--- src/rtl/dtf_pkg.sv ---
`timescale 1ns / 1ps
// ----------------------------------------------------------------------------
// dtf_pkg
// Shared types, codes and helpers for the double to foreign float converter.
// ----------------------------------------------------------------------------
package dtf_pkg;

  // Target format codes.
  typedef enum logic [2:0] {
    FMT_IEEE_SINGLE = 3'd0,
    FMT_IEEE_DOUBLE = 3'd1,
    FMT_IBM_SINGLE  = 3'd2,
    FMT_IBM_DOUBLE  = 3'd3,
    FMT_VAX_F       = 3'd4
  } fmt_t;

  // Result status codes.
  typedef enum logic [1:0] {
    ST_OK        = 2'd0,
    ST_ZERO      = 2'd1,
    ST_OVERFLOW  = 2'd2,
    ST_UNDERFLOW = 2'd3
  } status_t;

  localparam int FracW = 52;
  localparam int MantW = 53;
  localparam int ExpW  = 13;

  // Normalized word handed from the front end to the format stage.
  typedef struct packed {
    logic                   valid;
    logic                   zero;
    logic                   inf;
    logic                   sign;
    logic signed [ExpW-1:0] ue;
    logic [MantW-1:0]       mant;
  } norm_t;

  // Index of the highest set bit of a nonzero fraction.
  function automatic logic [5:0] top_bit(input logic [FracW-1:0] f);
    logic [5:0] idx;
    idx = '0;
    for (int i = 0; i < FracW; i++) begin
      if (f[i]) idx = 6'(i);
    end
    return idx;
  endfunction

endpackage

--- src/rtl/dtf_norm.sv ---
`timescale 1ns / 1ps
// ----------------------------------------------------------------------------
// dtf_norm
// Two-stage front end: decodes the double, finds the leading one of a
// subnormal fraction, then normalizes the mantissa and unbiases the exponent.
// ----------------------------------------------------------------------------
module dtf_norm import dtf_pkg::*; (
  input  logic        clk,
  input  logic        rst_n,
  input  logic        in_valid,
  input  logic [63:0] in_word,
  output norm_t       norm_o
);

  // Stage one registers.
  logic             v1_r, v1_nxt;
  logic             sign1_r, zero1_r, inf1_r, sub1_r;
  logic [10:0]      be1_r;
  logic [FracW-1:0] frac1_r;
  logic [5:0]       top1_r;

  // Stage two register.
  norm_t n2_r, n2_nxt;

  assign v1_nxt = in_valid;

  // Decode fields and locate the leading one.
  always_ff @(posedge clk) begin
    if (!rst_n) begin
      v1_r <= 1'b0;
    end else begin
      v1_r <= v1_nxt;
    end
    sign1_r <= in_word[63];
    be1_r   <= in_word[62:52];
    frac1_r <= in_word[51:0];
    zero1_r <= (in_word[62:52] == 11'd0) && (in_word[51:0] == '0);
    inf1_r  <= (in_word[62:52] == 11'h7FF);
    sub1_r  <= (in_word[62:52] == 11'd0);
    top1_r  <= top_bit(in_word[51:0]);
  end

  // Normalize: subnormals shift their leading one up to the hidden position.
  always_comb begin
    n2_nxt       = '0;
    n2_nxt.valid = v1_r;
    n2_nxt.zero  = zero1_r;
    n2_nxt.inf   = inf1_r;
    n2_nxt.sign  = sign1_r;
    if (sub1_r) begin
      n2_nxt.mant = {1'b0, frac1_r} << (6'd52 - top1_r);
      n2_nxt.ue   = $signed({7'd0, top1_r}) - 13'sd1074;
    end else begin
      n2_nxt.mant = {1'b1, frac1_r};
      n2_nxt.ue   = $signed({2'd0, be1_r}) - 13'sd1023;
    end
  end

  always_ff @(posedge clk) begin
    if (!rst_n) begin
      n2_r.valid <= 1'b0;
    end else begin
      n2_r.valid <= n2_nxt.valid;
    end
    n2_r.zero <= n2_nxt.zero;
    n2_r.inf  <= n2_nxt.inf;
    n2_r.sign <= n2_nxt.sign;
    n2_r.ue   <= n2_nxt.ue;
    n2_r.mant <= n2_nxt.mant;
  end

  assign norm_o = n2_r;

endmodule

--- src/rtl/double_to_foreign_float_fields.sv ---
`timescale 1ns / 1ps
// ----------------------------------------------------------------------------
// double_to_foreign_float_fields
// Converts an IEEE double into IEEE single/double, IBM hex or VAX F fields.
// ----------------------------------------------------------------------------
// A word is taken on every cycle that start is high; busy stays low. Each
// result appears on the out_ ports after the three register stages, for
// one cycle marked by out_valid, and must be captured then. The stages are
// decode with leading-one search, normalize, and format selection with
// range clamping. The user is to write the target format through
// cfg_valid/cfg_data only while no word is in flight; the block itself does
// not enforce this. Codes above four are ignored.
module double_to_foreign_float_fields import dtf_pkg::*; (
  input  logic        clk,
  input  logic        rst_n,
  input  logic        start,
  output logic        busy,
  input  logic [63:0] in_double_bits,
  output logic        out_valid,
  output logic        out_sign,
  output logic [10:0] out_exponent,
  output logic [23:0] out_frac_high,
  output logic [31:0] out_frac_low,
  output logic [1:0]  out_status,
  input  logic        cfg_valid,
  output logic        cfg_ready,
  input  logic [2:0]  cfg_data
);

  fmt_t  fmt_r;
  norm_t nrm;

  logic        v3_r;
  logic        sign3_r, sign3_nxt;
  logic [10:0] exp3_r, exp3_nxt;
  logic [23:0] fh3_r, fh3_nxt;
  logic [31:0] fl3_r, fl3_nxt;
  status_t     st3_r, st3_nxt;

  assign busy      = 1'b0;
  assign cfg_ready = 1'b1;

  // Format register; unused codes leave it unchanged.
  always_ff @(posedge clk) begin
    if (!rst_n) begin
      fmt_r <= FMT_IEEE_DOUBLE;
    end else if (cfg_valid && cfg_data <= 3'd4) begin
      fmt_r <= fmt_t'(cfg_data);
    end
  end

  dtf_norm u_norm (
    .clk      (clk),
    .rst_n    (rst_n),
    .in_valid (start),
    .in_word  (in_double_bits),
    .norm_o   (nrm)
  );

  // Format stage: bias, fraction select and clamping.
  always_comb begin
    logic signed [ExpW-1:0] e, lo_e, hi_e, k;
    logic [55:0]            m56;
    logic [23:0]            fh, fh_max, fh_min;
    logic [31:0]            fl, fl_max;
    e = '0; lo_e = 13'sd1; hi_e = 13'sd2046;
    fh = '0; fl = '0; fh_max = '0; fl_max = '0; fh_min = '0;
    k   = (nrm.ue + 13'sd4) >>> 2;
    m56 = {3'd0, nrm.mant} << nrm.ue[1:0];
    unique case (fmt_r)
      FMT_IEEE_SINGLE: begin
        e = nrm.ue + 13'sd127; hi_e = 13'sd254;
        fh = {1'b0, nrm.mant[51:29]}; fh_max = 24'h7FFFFF;
      end
      FMT_IBM_SINGLE: begin
        e = k + 13'sd64; lo_e = 13'sd0; hi_e = 13'sd127;
        fh = m56[55:32]; fh_max = 24'hFFFFFF; fh_min = 24'h100000;
      end
      FMT_IBM_DOUBLE: begin
        e = k + 13'sd64; lo_e = 13'sd0; hi_e = 13'sd127;
        fh = m56[55:32]; fl = m56[31:0];
        fh_max = 24'hFFFFFF; fl_max = 32'hFFFFFFFF; fh_min = 24'h100000;
      end
      FMT_VAX_F: begin
        e = nrm.ue + 13'sd129; hi_e = 13'sd255;
        fh = {1'b0, nrm.mant[51:29]}; fh_max = 24'h7FFFFF;
      end
      default: begin
        e = nrm.ue + 13'sd1023;
        fh = {4'd0, nrm.mant[51:32]}; fl = nrm.mant[31:0];
        fh_max = 24'h0FFFFF; fl_max = 32'hFFFFFFFF;
      end
    endcase
    sign3_nxt = nrm.sign;
    exp3_nxt  = e[10:0];
    fh3_nxt   = fh;
    fl3_nxt   = fl;
    st3_nxt   = ST_OK;
    priority if (nrm.zero) begin
      sign3_nxt = 1'b0; exp3_nxt = '0; fh3_nxt = '0; fl3_nxt = '0;
      st3_nxt = ST_ZERO;
    end else if (nrm.inf || e > hi_e) begin
      exp3_nxt = hi_e[10:0]; fh3_nxt = fh_max; fl3_nxt = fl_max;
      st3_nxt = ST_OVERFLOW;
    end else if (e < lo_e) begin
      exp3_nxt = lo_e[10:0]; fh3_nxt = fh_min; fl3_nxt = '0;
      st3_nxt = ST_UNDERFLOW;
    end else begin
      st3_nxt = ST_OK;
    end
  end

  // Output register.
  always_ff @(posedge clk) begin
    if (!rst_n) begin
      v3_r <= 1'b0;
    end else begin
      v3_r <= nrm.valid;
    end
    sign3_r <= sign3_nxt;
    exp3_r  <= exp3_nxt;
    fh3_r   <= fh3_nxt;
    fl3_r   <= fl3_nxt;
    st3_r   <= st3_nxt;
  end

  assign out_valid     = v3_r;
  assign out_sign      = sign3_r;
  assign out_exponent  = exp3_r;
  assign out_frac_high = fh3_r;
  assign out_frac_low  = fl3_r;
  assign out_status    = st3_r;

  // Checks on the pipeline.
  a_latency: assert property (@(posedge clk) disable iff (!rst_n)
    $past(start, 3) && $past(rst_n, 3) && $past(rst_n, 2) && $past(rst_n, 1)
    |-> out_valid) else $error("result lost in pipeline");
  a_zero: assert property (@(posedge clk) disable iff (!rst_n)
    out_valid && out_status == ST_ZERO |-> !out_sign && out_exponent == 11'd0)
    else $error("zero result not cleared");
  a_fmt: assert property (@(posedge clk) disable iff (!rst_n)
    fmt_r <= FMT_VAX_F) else $error("format register out of range");
  a_single_low: assert property (@(posedge clk) disable iff (!rst_n)
    out_valid && (fmt_r == FMT_IEEE_SINGLE || fmt_r == FMT_VAX_F
      || fmt_r == FMT_IBM_SINGLE) |-> out_frac_low == 32'd0)
    else $error("single target with nonzero low word");

endmodule

--- config.mk ---
export PLATFORM = sky130hd
export DESIGN_NAME = double_to_foreign_float_fields
export DESIGN_NICKNAME = d
export VERILOG_FILES = /design/src/rtl/dtf_pkg.sv /design/src/rtl/dtf_norm.sv /design/src/rtl/double_to_foreign_float_fields.sv
export SDC_FILE = /design/constraint.sdc
export NUM_CORES = 1
export LEC_CHECK = 0
export BUFFER_PORTS_ARGS = -buffer_cell sky130_fd_sc_hd__buf_2
export CAP_MARGIN = 20
export CORE_ASPECT_RATIO = 1.75
export CORE_MARGIN = 2
export CORE_UTILIZATION = 51
export DETAILED_ROUTE_END_ITERATION = 10
export PLACE_DENSITY_LB_ADDON = 0.25
export REMOVE_ABC_BUFFERS = 1
export SLEW_MARGIN = 25
export SYNTH_ARGS = -nofsm -noshare
export SYNTH_HDL_FRONTEND = slang
export SYNTH_SLANG_ARGS = --single-unit
--- constraint.sdc ---
create_clock -name clk -period 6.9 [get_ports clk]
set_clock_uncertainty 0.2 [all_clocks]
set_input_delay 0.345 -clock clk [delete_from_list [all_inputs] [get_ports clk]]
set_output_delay 0.345 -clock clk [all_outputs]
set_load 0.02 [all_outputs]
==> results by group <==
Worst setup path
  • Largest stage delay, worst path: roughly 660 ps
  • Worst Setup Path Type: reg2reg
  • CP Data Required Time: 7110 ps
  • CP startpoint: fmt_r[0]
  • FF-to-FF setup slack: 1100 ps
  • Critical Path Start Type: register
  • R2r endpoint: out_frac_high[23]
  • Arrival @ worst endpoint: 6010 ps
  • Worst path most repeated cell: nand2_1
  • Critical Path Fanout Max: 29
  • Worst Setup End Kind: register
  • Worst R2R Path Depth: 16
  • Critical Path Sink: out_frac_high[23]
  • CP Cell Sequence: nor2_1, nand2_1, ha_1, or3_1, or2_2, o21ai_1, xnor2_1, mux2i_1, inv_1, ha_1, nand2_1, or4_1, or4_4, o2111ai_4, nand2_1, a211oi_1
  • Max stage delay cell, worst path: nand2_1
  • Worst r2r src: fmt_r[0]

Logic synthesis
  • Most frequent cell after synthesis: dfxtp_1
  • Unique masters post-synth: 80
  • Top_reg_cell synth: dfxtp_1
  • Synthesized area: around 0.012 sq mm
  • Fraction of registers with async set/reset: 0
  • Number of synthesized register bits: about 220
  • Syn Inst Count: 1,400
  • Top post-synthesis cells by count: 217 x dfxtp_1, 176 x nand2_1, 131 x mux2i_1
  • Area leader, netlist: dfxtp_1
  • YS warnings: 0
  • Sequential element share of the synthesized area: 0.3501
  • Syn avg cell area: ~9 sq um
  • Yosys top cell area share: 0.3501
  • Synth top area cells: dfxtp_1 35%, mux2i_1 11%, mux4_2 7.3%, nand2_1 5.3%, nor2_1 3.0%
  • Post-synth EDFFs: 0

Clock network
  • H-Tree Level Count: 1
  • Max clock buf depth: 3
  • Post-CTS setup buffers: 0
  • CTS tree: built
  • Clock Sinks: between 200 and 250
  • CTS buffer count: 20
  • CTS clk-pin slew, worst paths: about 60 ps
  • Clock Root Buffer: clkbuf_16
  • Worst-skew pair later-pin latency: about 520 ps

Floorplan
  • Area of the die: roughly 0.026 sq mm
  • Initial core utilization: 0.5185
  • Cell row count: 75
  • Die width: about 120 microns
  • Io pins: 144
  • Core ar.: approximately 0.024 sq mm
  • Die Y: 210.3 microns

Pwr
  • Static Leak: ~0.006 uW
  • Pwr dens: around 250 mW/mm^2
  • Peak supply drop: 0.1914 mV

Route
  • Total number of vias: about 12,000
  • # DRC: 0
  • Initial DRC count: between 1,000 and 1,500
  • Drt via density: around 6.3
  • Detailed Route WL: just under 40 mm
  • Drt wl/cell: a little over 20 microns
  • Antenna-violating nets left: 0
  • TritonRoute pass-1 iters: 6

Timing
  • Slew @ Worst Pin: 968.5 ps
  • Final WS setup: approximately 1100 ps
  • Fin crit share: 0.8404
  • Final Critical Period: a little under 6000 ps
  • RSZ-0062 raised after global routing: false
  • Final Max Tran Viols: 0
  • Endpoints failing hold: 0
  • Post-Route Setup TNS: 0 ps
  • Relative slew slack: 0.3528
  • FMAX: around 170 MHz
  • Setup Viol. Count Final: 0

Place
  • Post-DP Area: around 0.013 sq mm
  • Setup WS pre-CTS: around 1200 ps
  • DP HPWL: about 28 mm
  • Input/output buffers: between 100 and 150
  • RePlAce Congestion: slightly above 0.9
  • Placed cell count: 1,769

Cells and area
  • Layout cells sized above 1: 0.1801
  • Final Util: 0.6131
  • ANT cells: 0
  • Post-Layout Cell Count: between 1,500 and 2,000
  • Final #Nets: approximately 1,600
  • Area grow syn2layout: 18.24%
  • FILL cells: a little over 2,000
  • Post-route cell area: 0.01467 sq mm

Global route
  • Grt total ovfl: 0
  • Vias in the first global route: about 11,000
  • Antenna violations before repair: 0
  • Gr usage total: 0.3009
  • First-pass GRT wire length: ~61 mm
  • Largest net degree at the start of global routing: 67

Hold path
  • Hold Crit Start: cfg_data[2]
  • Hold WC Path Type: in2reg

Status
  • Status: finished clean

Job
  • Max-Cap Viols: 0
==> critical path: cells and delay by family, from the launching register on <==
family | cells | cell delay, ps
flops | 1 | 350
compound gates | 3 | 1080
buf+inv | 1 | 90
mux | 1 | 290
xor+xnor | 1 | 120
fa+ha+maj | 2 | 680
simple gates | 8 | 2900
==> report_power, final <==
group          internal, uW  leakage, uW  switching (uW)
Sequential             1390      0.00182            87.0
Clock                   611     0.000319             467
Combinational           424      0.00404             676
Total                  2420      0.00618            1230
==> layer usage <==
metal / vias up / GRT usage / share of wire / routed length [microns]
li1: 5519 / - / - / -
met5: - / 0 / 0 / 0
met3: 150 / 0.02679 / 0.048 / 1878
met1: 5575 / 0.3294 / 0.36 / 14170
met4: 0 / 0.2105 / 0.075 / 2931
met2: 491 / 0.5369 / 0.51 / 19900
==> per-stage QoR <==
step                      hold slack, ps  power [uW]
after floorplan                    109.6        2201
after global placement             111.4        2539
after detailed placement           116.7        2551
after CTS                          7.150        3654
after global routing               30.73        3829
final                              28.42        3652
==> final cells by class <==
class                           count  area [sq um]  area share
Timing Repair Buffer              233          1572      0.1071
Inverter                           36         135.1    0.009211
Multi-Input combinational cell   1045          7584      0.5169
Clock inverter                      8         87.58    0.005970
Sequential cell                   217          4350      0.2965
Tap cell                          308         385.4     0.02627
Clock buffer                       27         556.8     0.03795
==> state kept, by name (all words and copies together) (netlist names), 2 cells and up <==
signal / count
out_status: 2
out_exponent: 11
out_frac_low: 32
u_norm.frac1_r: 52
u_norm.norm_o: 69
u_norm.be1_r: 11
u_norm.top1_r: 6
fmt_r: 3
out_frac_high: 24
==> placed cells by master (no fill, tap or decap), drive strengths merged, types with 11 or more instances in the layout <==
cell type	netlist	routed
dfxtp	217	217
o31ai	11	11
mux4	40	40
nor3	20	20
mux2i	131	131
nand2b	11	11
nor4	13	13
and2	11	11
nand3	38	38
dlygate4sd3	0	70
buf	33	163
a32oi	27	27
xnor2	14	14
a31oi	34	34
xor2	12	12
nor2	99	99
a21oi	65	65
inv	35	36
clkbuf	69	27
nand2	176	176
ha	21	21
a22oi	27	27
o21ai	86	86
a211oi	13	13
o2bb2ai	20	20
o211ai	22	22
mux2	22	22
==> what timing repair did <==
item,CTS,global route
endpoints found under the hold margin,76,0
hold buffers,70,0
gates resized for setup,0,0
==> cells by family after synthesis <==
logic type | count (synthesis) | share of synthesized area
compound gates | 382 | 0.2110
xor+xnor | 26 | 0.01835
fa+ha+maj | 22 | 0.02279
buf+inv | 138 | 0.04467
flops | 217 | 0.3501
mux | 193 | 0.1983
other cells | 2 | 0.0006053
simple gates | 420 | 0.1542
==> how the worst min path moves through the flow <==
stage                             end  slack (ps)  cells after the start
floorplan           u_norm.norm_o[66]         110                      0
global placement    u_norm.norm_o[67]         110                      0
detailed placement  u_norm.norm_o[66]         120                      0
CTS                          fmt_r[2]           7                      3
global route                 fmt_r[2]          30                      3
finish                       fmt_r[2]          30                      3
Power figures use the tool's default switching activity.
